$ cat config.mk
export PLATFORM = sky130hd
export DESIGN_NAME = unsigned_divide_128_by_64_unit
export DESIGN_NICKNAME = d
export VERILOG_FILES = /design/src/design/udiv128_pkg.sv /design/src/design/udiv128_ctrl.sv /design/src/design/udiv128_dp.sv /design/src/design/unsigned_divide_128_by_64_unit.sv
export SDC_FILE = /design/constraint.sdc
export NUM_CORES = 1
export LEC_CHECK = 0
export ABC_AREA = 1
export BUFFER_PORTS_ARGS = -buffer_cell sky130_fd_sc_hd__buf_4
export CAP_MARGIN = 20
export CORE_UTILIZATION = 57
export CTS_CLUSTER_DIAMETER = 120
export DETAILED_ROUTE_END_ITERATION = 10
export PLACE_DENSITY = 0.93
export SKIP_CTS_REPAIR_TIMING = 1
export SYNTH_ARGS = -nofsm -noshare
export SYNTH_HDL_FRONTEND = slang
export SYNTH_SLANG_ARGS = --single-unit
$ cat constraint.sdc
create_clock -name clk -period 3.9 [get_ports clk]
set_clock_uncertainty 0.05 [all_clocks]
set_input_delay 0.78 -clock clk [delete_from_list [all_inputs] [get_ports clk]]
set_output_delay 0.78 -clock clk [all_outputs]
set_load 0.03 [all_outputs]
$ cat src/design/udiv128_pkg.sv
// Shared types and constants for the unsigned 128-by-64 divider.
package udiv128_pkg;

    localparam int unsigned WordWidth = 64;
    localparam int unsigned StepCount = 2 * WordWidth;
    localparam int unsigned CountWidth = $clog2(StepCount);
    localparam logic [CountWidth-1:0] LastStep = CountWidth'(StepCount - 1);

    typedef struct packed {
        logic [WordWidth-1:0] dividend_high;
        logic [WordWidth-1:0] dividend_low;
        logic [WordWidth-1:0] divisor;
    } udiv128_in_t;

    typedef struct packed {
        logic [WordWidth-1:0] quotient_high;
        logic [WordWidth-1:0] quotient_low;
        logic                 divide_by_zero;
    } udiv128_out_t;

    typedef enum logic [1:0] {
        ST_IDLE,
        ST_RUN,
        ST_DONE
    } udiv128_state_t;

    typedef struct packed {
        logic load;
        logic step;
    } udiv128_cmd_t;

    typedef struct packed {
        logic divisor_zero;
    } udiv128_status_t;

endpackage

$ cat src/design/udiv128_ctrl.sv
// Sequencer for the divider: accepts a transaction, counts the steps, strobes the result.
module udiv128_ctrl (
    input  logic                        clk,
    input  logic                        rst_n,
    input  logic                        start,
    input  udiv128_pkg::udiv128_status_t status,
    output udiv128_pkg::udiv128_cmd_t    cmd,
    output logic                        busy,
    output logic                        done
);

    udiv128_pkg::udiv128_state_t state_reg, state_next;
    logic [udiv128_pkg::CountWidth-1:0] count_reg, count_next;

    always_ff @(posedge clk or negedge rst_n)
    begin
        if (!rst_n)
        begin
            state_reg <= udiv128_pkg::ST_IDLE;
            count_reg <= '0;
        end
        else
        begin
            state_reg <= state_next;
            count_reg <= count_next;
        end
    end

    always_comb
    begin
        state_next = state_reg;
        unique case (state_reg)
            udiv128_pkg::ST_IDLE:
            begin
                if (start)
                    state_next = udiv128_pkg::ST_RUN;
            end
            udiv128_pkg::ST_RUN:
            begin
                // A zero divisor needs no iterations; its result is fixed.
                if (status.divisor_zero || count_reg == udiv128_pkg::LastStep)
                    state_next = udiv128_pkg::ST_DONE;
            end
            udiv128_pkg::ST_DONE:
            begin
                if (start)
                    state_next = udiv128_pkg::ST_RUN;
                else
                    state_next = udiv128_pkg::ST_IDLE;
            end
            default:
                state_next = udiv128_pkg::ST_IDLE;
        endcase
    end

    always_comb
    begin
        cmd.load   = 1'b0;
        cmd.step   = 1'b0;
        busy       = 1'b0;
        done       = 1'b0;
        count_next = count_reg;
        unique case (state_reg)
            udiv128_pkg::ST_IDLE:
            begin
                cmd.load = start;
                if (start)
                    count_next = '0;
            end
            udiv128_pkg::ST_RUN:
            begin
                busy       = 1'b1;
                cmd.step   = !status.divisor_zero;
                count_next = count_reg + 1'b1;
            end
            udiv128_pkg::ST_DONE:
            begin
                // The result shows for this one cycle; a new transaction may load at its end.
                done     = 1'b1;
                cmd.load = start;
                if (start)
                    count_next = '0;
            end
            default:
            begin
                busy = 1'b0;
            end
        endcase
    end

endmodule

$ cat src/design/udiv128_dp.sv
// Datapath of the divider: partial remainder, dividend/quotient shift register, divisor.
module udiv128_dp (
    input  logic                         clk,
    input  udiv128_pkg::udiv128_in_t      operands,
    input  udiv128_pkg::udiv128_cmd_t     cmd,
    output udiv128_pkg::udiv128_status_t  status,
    output udiv128_pkg::udiv128_out_t     result
);

    localparam int unsigned W = udiv128_pkg::WordWidth;

    logic [W-1:0]   rem_reg, rem_next;
    logic [2*W-1:0] shift_reg, shift_next;
    logic [W-1:0]   den_reg, den_next;
    logic           dz_reg, dz_next;

    logic [W:0] trial;
    logic [W:0] diff;
    logic       fits;

    always_ff @(posedge clk)
    begin
        rem_reg   <= rem_next;
        shift_reg <= shift_next;
        den_reg   <= den_next;
        dz_reg    <= dz_next;
    end

    // The remainder is 65 bits wide after the shift, so the top bit takes part in the compare.
    assign trial = {rem_reg, shift_reg[2*W-1]};
    assign diff  = trial - {1'b0, den_reg};
    assign fits  = trial >= {1'b0, den_reg};

    always_comb
    begin
        rem_next   = rem_reg;
        shift_next = shift_reg;
        den_next   = den_reg;
        dz_next    = dz_reg;
        if (cmd.load)
        begin
            rem_next   = '0;
            shift_next = {operands.dividend_high, operands.dividend_low};
            den_next   = operands.divisor;
            dz_next    = (operands.divisor == '0);
        end
        else if (cmd.step)
        begin
            // Dividend bits leave at the top while quotient bits enter at the bottom.
            rem_next   = fits ? diff[W-1:0] : trial[W-1:0];
            shift_next = {shift_reg[2*W-2:0], fits};
        end
    end

    assign status.divisor_zero = dz_reg;

    always_comb
    begin
        result.divide_by_zero = dz_reg;
        if (dz_reg)
        begin
            result.quotient_high = '1;
            result.quotient_low  = '1;
        end
        else
        begin
            result.quotient_high = shift_reg[2*W-1:W];
            result.quotient_low  = shift_reg[W-1:0];
        end
    end

endmodule

$ cat src/design/unsigned_divide_128_by_64_unit.sv
// Top level of the unsigned 128-by-64 restoring divider.
//
// Usage: drive operands (dividend halves and divisor) and raise start while
// busy is low; the transaction is taken at that clock edge. busy then stays
// high while the divider iterates, one quotient bit per cycle, each from the
// single shared 65-bit compare-and-subtract step.
// The cycle after the last step, done is high for exactly one cycle and
// result carries the 128-bit quotient and the divide-by-zero flag. The
// receiver cannot stall, so the result must be captured in that cycle.
// busy is low while done is shown, so a new transaction may start then.
// A zero divisor skips the iterations and returns an all-ones quotient
// with the flag set. The divider takes no new transaction until the one
// in progress has finished.
// Reset (rst_n low, asynchronous) returns the sequencer to idle and drops
// any transaction in progress; the datapath registers are not reset.
module unsigned_divide_128_by_64_unit (
    input  logic                      clk,
    input  logic                      rst_n,
    input  logic                      start,
    input  udiv128_pkg::udiv128_in_t  operands,
    output logic                      busy,
    output logic                      done,
    output udiv128_pkg::udiv128_out_t result
);

    udiv128_pkg::udiv128_cmd_t    cmd;
    udiv128_pkg::udiv128_status_t status;

    udiv128_ctrl u_ctrl (
        .clk    (clk),
        .rst_n  (rst_n),
        .start  (start),
        .status (status),
        .cmd    (cmd),
        .busy   (busy),
        .done   (done)
    );

    udiv128_dp u_dp (
        .clk      (clk),
        .operands (operands),
        .cmd      (cmd),
        .status   (status),
        .result   (result)
    );

endmodule

==> run summary, run 1 <==
Status: complete, no violations
Row count: 64
Slew @ Worst Pin: 1010 ps
Cell variety after synth: 39
Setup TNS: 0 ps
Core ar.: 0.0306 mm2
Unrepaired setup endpoints after global routing: no
Initial antenna violation count: 2
Switching power total: 6.76 mW
TritonCTS Sinks: 266
Wirelength, routed: 57800 um
Via Count: 17707
Detail Route Antenna Nets: 0
Top area cells in the synthesized netlist: edfxtp_1 (33%), nand2_1 (20%), inv_1 (11%)
Final Max Slew Viols: 0
Sw Ratio: 45.6%
Root buffer cell: clkbuf_16
Global-route usage over all layers: 35.4%
R2R depth: 16
Top FF cell, synth: edfxtp_1
Vias/cell: 5.41
Final GP Congestion: 1.04
Fraction of registers with async set or reset after synthesis: 3.38%
Congestion Overflow GR: 0
Cell Area, Synth: 0.0177 mm2
Worst-path clk slew: 70 ps
Die Y: 178 um
Syn_area_per_cell: 6.91 um2
Critical path startpoint category: register
Total power: 14.8 mW
# port buffers: 325
Sequential share of the synthesized area: 41.2%
CTS buffer count: 29
Hold depth: 1
P_int: 8.07 mW
Slew headroom: 32.5%
Final Hold Viols: 0
Die Wd: 178 um
Largest register FFs: 128
Share of post-route cells with drive strength above 1: 14.4%
Worst EP arrival: 2510 ps
Synth area leader: edfxtp_1
Critical Path Start: u_dp.status$_DFFE_PP_
Clk_lat worst skew: 590 ps
Critical Path Fanout Max: 70
CP required: 3070 ps
Die area: 0.0318 mm2
Placed wire-length estimate: 44500 um
I/O pins: 326
Setup WS post-layout: 558 ps
Post-synth EDFFs: 193
# setup viols final: 0
Cell count after synthesis: 2565
Max Fclk: 299 MHz
First-pass GRT wire length: 86700 um
#FFs+latches synth: 266
R2R Path End: u_dp.rem_reg[13]$_SDFFE_PP0P_
Setup slack after placement: 890 ps
Seq pwr share: 30.0%
Period minus WS final: 3340 ps
Reg2Reg Launch Point: u_dp.den_reg[33]$_DFFE_PP_
Static leakage: 11.1 nW
Yosys warning count: 0
Pwr Density: 696 mW/mm2
CTS tree: done
Crit path to: result[49]
Most frequent cells in the layout: nand2_1 (925), inv_1 (524), buf_4 (332)
Starting Density: 57.9%
Net Count, Synth: 2826
Clock Power Share: 18.3%
Max clock buf depth: 3
Logic pwr share: 51.6%
Area grow syn2layout: 20.3%
Setup crit end kind: output pin
Vias in the first global route: 16553
Average routed wire per standard cell: 17.7 um
Post-synth top area share: 32.7%
Final period util: 85.7%
Max-cap violations: 0
Worst ir drop on vdd: 0.493 mV
Worst Setup Path Type: register to output pin
Worst min-delay path category: input port to register
H-tree depth: 1
Final Util: 69.7%
Initial DRC Count: 1876
Most common cell after layout, fill and taps aside: nand2_1
Final net count: 3116
Largest net degree at the start of global routing: 199
DRC: 0
DR pass1 iterations: 6
Worst R2R Setup Slack: 820 ps
==> cells by family after synthesis <==
family          Yosys count  share of synthesized area, %
simple gates           1321                          30.9
buf+inv                 616                          13.7
flops                   266                          41.2
compound gates          258                          7.60
fa+ha+maj                66                          4.70
xor+xnor                 38                          1.88
==> how the worst min path moves through the flow <==
stage / endpoint / slack [ps] / from
2_1_floorplan: u_dp.rem_reg[33]$_SDFFE_PP0P_ / 390 / u_dp.rem_reg[33]$_SDFFE_PP0P_
3_3_place_gp: u_dp.rem_reg[37]$_SDFFE_PP0P_ / 410 / u_dp.rem_reg[37]$_SDFFE_PP0P_
3_5_place_dp: u_dp.rem_reg[33]$_SDFFE_PP0P_ / 410 / u_dp.rem_reg[33]$_SDFFE_PP0P_
4_1_cts: u_ctrl.state_reg[0]$_DFFE_PN0P_ / -50 / rst_n
5_1_grt: u_dp.den_reg[10]$_DFFE_PP_ / 310 / operands[10]
6_report: u_dp.den_reg[10]$_DFFE_PP_ / 320 / operands[10]
==> critical path: stages (launching register included) <==
cell and delay, ps:
edfxtp_1 520, inv_4 590, buf_4 360, nand2_1 190
buf_4 220
==> power by group through the flow <==
stage               sequential (mW)  combinational [mW]  clock (mW)
detailed placement             4.48                7.47           0
finish                         4.45                7.66        2.72
global placement               4.43                7.30           0
global route                   4.51                8.36        2.85
CTS                            4.44                7.53        2.73
floorplan                      4.39                5.31           0
==> cell type report <==
cell class              count  area (um2)
fillers                  2505        9270
diodes                      1        2.50
repair buffers            336        2560
flip-flops and latches    266        7300
well taps                 396         495
multi-input cells        1683        8000
clock inverters            12        98.8
inverters                 539        2030
clock buffers              42         826
==> metrics by stage <==
stage | cell area (um2) | instances | hold slack (ps)
after floorplan | 17700 | 2565 | 391
after global placement | 20400 | 3219 | 406
after detailed placement | 20400 | 3219 | 409
after CTS | 21300 | 3273 | -48.8
after global routing | 21300 | 3274 | 314
final | 21300 | 3275 | 325
==> synth_stat cells (2+ instances only) <==
library cell  number
clkinv_1           4
nor2_2            11
and2_1             3
ha_1              65
buf_1              4
nand3_2            2
buf_4              7
xnor2_1           38
nand2_1          926
edfxtp_1         193
clkbuf_1          44
o21bai_1          14
nand3_1          162
nand3b_1          31
buf_2             12
dfxtp_1           64
dfrtp_1            9
a21boi_0           5
nand4_1           10
buf_6             10
o21ai_0          170
inv_1            526
nor3_2             2
inv_2              9
nor4_1            19
a21oi_1           54
o21ai_1           12
nand2_2            7
nor3_1            12
nor2_1           131
==> layer usage <==
| layer | vias up | wire, um | GRT usage (%) |
|---|---|---|---|
| li1 | 8528 | - | - |
| met1 | 8106 | 22900 | 44.6 |
| met2 | 915 | 27100 | 58.9 |
| met3 | 154 | 5220 | 7.03 |
| met4 | 4 | 2620 | 14.9 |
| met5 | - | 23 | 0 |
(Power assumes the default switching activity.)
==> inputs of run 2 (changes only) <==
CELL_PAD_IN_SITES_DETAIL_PLACEMENT = 0   (was unset)
CELL_PAD_IN_SITES_GLOBAL_PLACEMENT = 1   (was unset)
CORE_UTILIZATION = 40   (was 57)
==> run 2 against run 1 <==
Effect of this change:
- utilization shrank 20 points
- hold slack lost 15 ps
- first-iteration DRC count shrank 38%
- register-to-register slack is essentially flat
==> run summary, run 2 (same netlist as run 1, synthesis figures left out) <==
Status: complete, no violations
Final GP Congestion: 0.935
Share of post-route cells with drive strength above 1: 14.9%
Pwr Density: 684 mW/mm2
Critical Path Fanout Max: 81
Max incr delay on CP: 520 ps
Slew headroom: 32.6%
Worst-path clk slew: 60 ps
Final net count: 3122
Via Count: 16784
H-tree depth: 1
Logic pwr share: 50.8%
Vias/cell: 4.83
Wirelength, routed: 58300 um
Switching power total: 6.65 mW
P_int: 8.18 mW
Fin cells: 3473
Max clock buf depth: 3
Critical Path Start: u_dp.status$_DFFE_PP_
Die area: 0.0451 mm2
Clk_lat worst skew: 610 ps
Reg2Reg Launch Point: u_dp.den_reg[6]$_DFFE_PP_
Setup TNS: 0 ps
Worst Hold Slack: 310 ps
Crit path to: result[52]
Area grow syn2layout: 22.3%
Placed wire-length estimate: 46400 um
Most common cell after layout, fill and taps aside: nand2_1
DRC: 0
First-pass GRT wire length: 89500 um
R2R depth: 17
Crit-path slowest cell: edfxtp_1
Initial DRC Count: 1158
Clock Power Share: 19.4%
Most frequent cells in the layout: nand2_1 (925), inv_1 (524), buf_4 (336)
Crit-path cells: inv_4, buf_12, nand2_1, buf_4
R2R Path End: u_dp.rem_reg[9]$_SDFFE_PP0P_
Static leakage: 11.2 nW
Initial antenna violation count: 2
Row count: 76
CTS buffer count: 31
CTS tree: done
Critical path startpoint category: register
TritonCTS Sinks: 266
Final Hold Viols: 0
Die Y: 212 um
Congestion Overflow GR: 0
Final period util: 81.0%
Core ar.: 0.0434 mm2
# port buffers: 325
Global-route usage over all layers: 25.6%
Slew @ Worst Pin: 1010 ps
Setup crit end kind: output pin
Period minus WS final: 3160 ps
Seq pwr share: 29.8%
Placed Cells: 3412
Vias in the first global route: 16419
Root buffer cell: clkbuf_16
Max-cap violations: 0
Largest register FFs: 128
DR pass1 iterations: 8
Worst ir drop on vdd: 0.411 mV
Sw Ratio: 44.8%
Average routed wire per standard cell: 16.8 um
Starting Density: 40.9%
CP required: 3070 ps
Final Max Slew Viols: 0
Detail Route Antenna Nets: 0
Worst R2R Setup Slack: 830 ps
Worst min-delay path category: input port to register
Worst EP arrival: 2330 ps
Die Wd: 212 um
# setup viols final: 0
Worst Setup Path Type: register to output pin
Unrepaired setup endpoints after global routing: no
I/O pins: 326
Max Fclk: 317 MHz
Largest net degree at the start of global routing: 143
## run 2: changes by cell type in the layout (fill, tap and decap cells not counted), sizes merged
| cell | delta |
|---|---|
| inv | +1 |
| clkinvlp | +1 |
| buf | +4 |
| diode | +1 |
| clkinv | +1 |
| clkbuf | +1 |
## run 2: cell type report
cell class / count / area (um2)
antenna: 2 / 5.00
fill: 4451 / 21700
inverter: 539 / 2030
multi-input combinational: 1683 / 8000
timing repair buffer: 340 / 2590
tap: 585 / 732
sequential: 266 / 7300
clock inverter: 15 / 130
clock buffer: 43 / 881
## run 2: worst min path at each step
stage                             startpoint                               to  slack, ps  depth (start not counted)
6_report                        operands[45]       u_dp.den_reg[45]$_DFFE_PP_        310                          1
5_1_grt                         operands[32]       u_dp.den_reg[32]$_DFFE_PP_        280                          1
4_1_cts                                rst_n  u_ctrl.count_reg[0]$_DFFE_PN0P_       -100                          1
3_5_place_dp   u_dp.rem_reg[55]$_SDFFE_PP0P_    u_dp.rem_reg[55]$_SDFFE_PP0P_        410                          2
2_1_floorplan  u_dp.rem_reg[33]$_SDFFE_PP0P_    u_dp.rem_reg[33]$_SDFFE_PP0P_        390                          2
3_3_place_gp   u_dp.rem_reg[53]$_SDFFE_PP0P_    u_dp.rem_reg[53]$_SDFFE_PP0P_        400                          2
## run 2: power groups by stage
stage	sequential (mW)	combinational, mW	clock [mW]
2_1_floorplan	4.39	5.31	0
3_3_place_gp	4.43	7.47	0
3_5_place_dp	4.46	7.51	0
4_1_cts	4.42	7.55	2.95
5_1_grt	4.50	8.38	3.05
6_report	4.42	7.54	2.88
## run 2: stage by stage
stage,setup slack [ps],power [mW],utilization [%],cell area (um2)
2_1_floorplan,147,9.70,-,17700
3_3_place_gp,836,11.9,47.6,20700
3_5_place_dp,823,12.0,47.6,20700
4_1_cts,708,14.9,50.0,21700
5_1_grt,619,15.9,50.0,21700
6_report,741,14.8,50.0,21700
## run 2: per-layer routing
| metal | vias to the layer above | track usage, % | share of wire [%] |
|---|---|---|---|
| met1 | 7643 | 32.0 | 42 |
| li1 | 8524 | - | - |
| met5 | - | 0 | 0 |
| met3 | 102 | 6.12 | 7.1 |
| met2 | 515 | 42.5 | 46 |
| met4 | 0 | 9.95 | 4.1 |
## run 2: critical path, delay by kind of cell (launching register included)
| kind | cells | cell delay [ps] |
|---|---|---|
| buffers and inverters | 3 | 980 |
| flip-flops | 1 | 520 |
| AND/OR/NAND/NOR | 1 | 130 |
==> inputs of run 3 (changes only) <==
clock period = 3.2 ns   (was 3.9 ns; I/O delays follow)
==> run 3 against run 2 <==
Effect of this change:
- clock power up 22%
- wire length up 1.1%
- non-clock buffer count up 12
- flip-flop and latch count unchanged
- hold slack worse by 150 ps
- utilization up 0.44 points
- die area unchanged
==> run summary, run 3 (same netlist as run 1, synthesis figures left out) <==
Core ar.: 0.0434 mm2
Critical path startpoint category: register
Worst min-delay path category: input port to register
GR Util met2: 42.8%
Placed Area: 0.0208 mm2
Final net count: 3133
Die Wd: 212 um
Status: complete, no violations
Static leakage: 11.3 nW
First-pass GRT wire length: 89900 um
GRT met3 Usage: 6.07%
Critical Path Fanout Max: 66
Initial antenna violation count: 2
Pwr Density: 839 mW/mm2
DRC: 0
Most common cell after layout, fill and taps aside: nand2_1
Global-route usage over all layers: 25.8%
Switching power total: 8.18 mW
Slew headroom: 45.4%
Final instance area: 0.0219 mm2
P_int: 10.2 mW
Via Count: 16828
Most frequent cells in the layout: nand2_1 (925), inv_1 (524), buf_4 (339)
# port buffers: 325
R2R depth: 17
Vias in the first global route: 16387
Worst EP arrival: 3340 ps
Period minus WS final: 2910 ps
Seq pwr share: 29.3%
Max incr delay on CP: 490 ps
Average routed wire per standard cell: 16.9 um
Worst Setup Path Type: register to register
Cell mode on critical path: nand2_1
Starting Density: 40.9%
DR pass1 iterations: 6
Setup TNS: 0 ps
Grt peak-use layer: met2
Worst ir drop on vdd: 0.512 mV
CTS tree: done
Crit-path slowest cell: buf_6
Cell family with most CP delay: simple AND/OR/NAND/NOR gates
Worst Hold Slack: 165 ps
Final period util: 90.9%
Unrepaired setup endpoints after global routing: no
Initial DRC Count: 1259
H-tree depth: 1
Setup crit end kind: register
Final Max Slew Viols: 0
Clock Power Share: 19.2%
Slew @ Worst Pin: 819 ps
Largest net degree at the start of global routing: 82
Clk_lat worst skew: 610 ps
Placed wire-length estimate: 46900 um
Row count: 76
TritonCTS Sinks: 266
Vias/cell: 4.83
Sw Ratio: 44.6%
Worst-path clk slew: 60 ps
Wirelength, routed: 58900 um
Hold depth: 1
Max-cap violations: 0
Crit-path cells: inv_1, ha_1, nand2_1, nand2_1, nand2_1, nand2_1, inv_2, nand3_2, nand2_1, nand2_2, nand2_1, nand2_2, nand3_4, buf_6, nand3b_1, nand3_1, nand2_1
# setup viols final: 0
Final GP Congestion: 0.959
Max Fclk: 344 MHz
Congestion Overflow GR: 0
CP Depth: 17
Final Util: 50.4%
Grt met1 use: 32.5%
Die Y: 212 um
Buf+Inv Stages, Crit Path: 3
Detail Route Antenna Nets: 0
Max clock buf depth: 3
Final Hold Viols: 0
Logic pwr share: 51.5%
Share of post-route cells with drive strength above 1: 15.0%
Setup WS post-layout: 290 ps
Largest register FFs: 128
Setup slack after placement: 149 ps
Die area: 0.0451 mm2
I/O pins: 326
CP required: 3630 ps
Area grow syn2layout: 23.4%
CTS buffer count: 30
Root buffer cell: clkbuf_16
[run 3: power by group through the flow]
stage	clock, mW	combinational [mW]	sequential (mW)
final	3.52	9.45	5.38
after detailed placement	0	9.40	5.43
after CTS	3.60	9.44	5.38
after floorplan	0	6.48	5.32
after global routing	3.72	10.5	5.47
after global placement	0	9.33	5.40
[run 3: final cells by class]
class	instances	area (um2)
fill	4397	21500
tap	585	732
clock buffer	49	892
antenna	1	2.50
multi-input combinational	1683	8010
inverter	539	2030
clock inverter	7	110
timing repair buffer	352	2790
sequential	266	7300
[run 3: through the flow]
step | std cells | total power [mW]
final | 3482 | 18.3
after floorplan | 2565 | 11.8
after detailed placement | 3424 | 14.8
after global routing | 3482 | 19.7
after global placement | 3424 | 14.7
after CTS | 3480 | 18.4
[run 3: per-layer routing]
metal	share of wire [%]	routed length, um	vias up
met5	0.022	13	-
met4	4.0	2340	2
met3	7.1	4180	109
met2	46	27100	510
met1	43	25300	7654
li1	-	-	8553
[run 3: worst paths after layout]
| kind | from | to | slack, ps |
|---|---|---|---|
| setup / recovery | u_dp.den_reg[6]$_DFFE_PP_ | u_dp.rem_reg[50]$_SDFFE_PP0P_ | 290 |
| hold / removal | operands[10] | u_dp.den_reg[10]$_DFFE_PP_ | 160 |
| setup reg to reg | u_dp.den_reg[6]$_DFFE_PP_ | u_dp.rem_reg[50]$_SDFFE_PP0P_ | 290 |
| hold reg to reg | u_dp.rem_reg[40]$_SDFFE_PP0P_ | u_dp.rem_reg[40]$_SDFFE_PP0P_ | 420 |
| max in group asynchronous | rst_n | u_ctrl.count_reg[2]$_DFFE_PN0P_ | 2600 |
| min in group asynchronous | rst_n | u_ctrl.count_reg[4]$_DFFE_PN0P_ | 360 |
[run 3: worst reg2reg max path: cells and delay by family (launching register included)]
kind / cells / cell delay [ps]
fa+ha+maj: 1 / 340
simple gates: 13 / 1470
buf+inv: 3 / 610
flops: 1 / 330
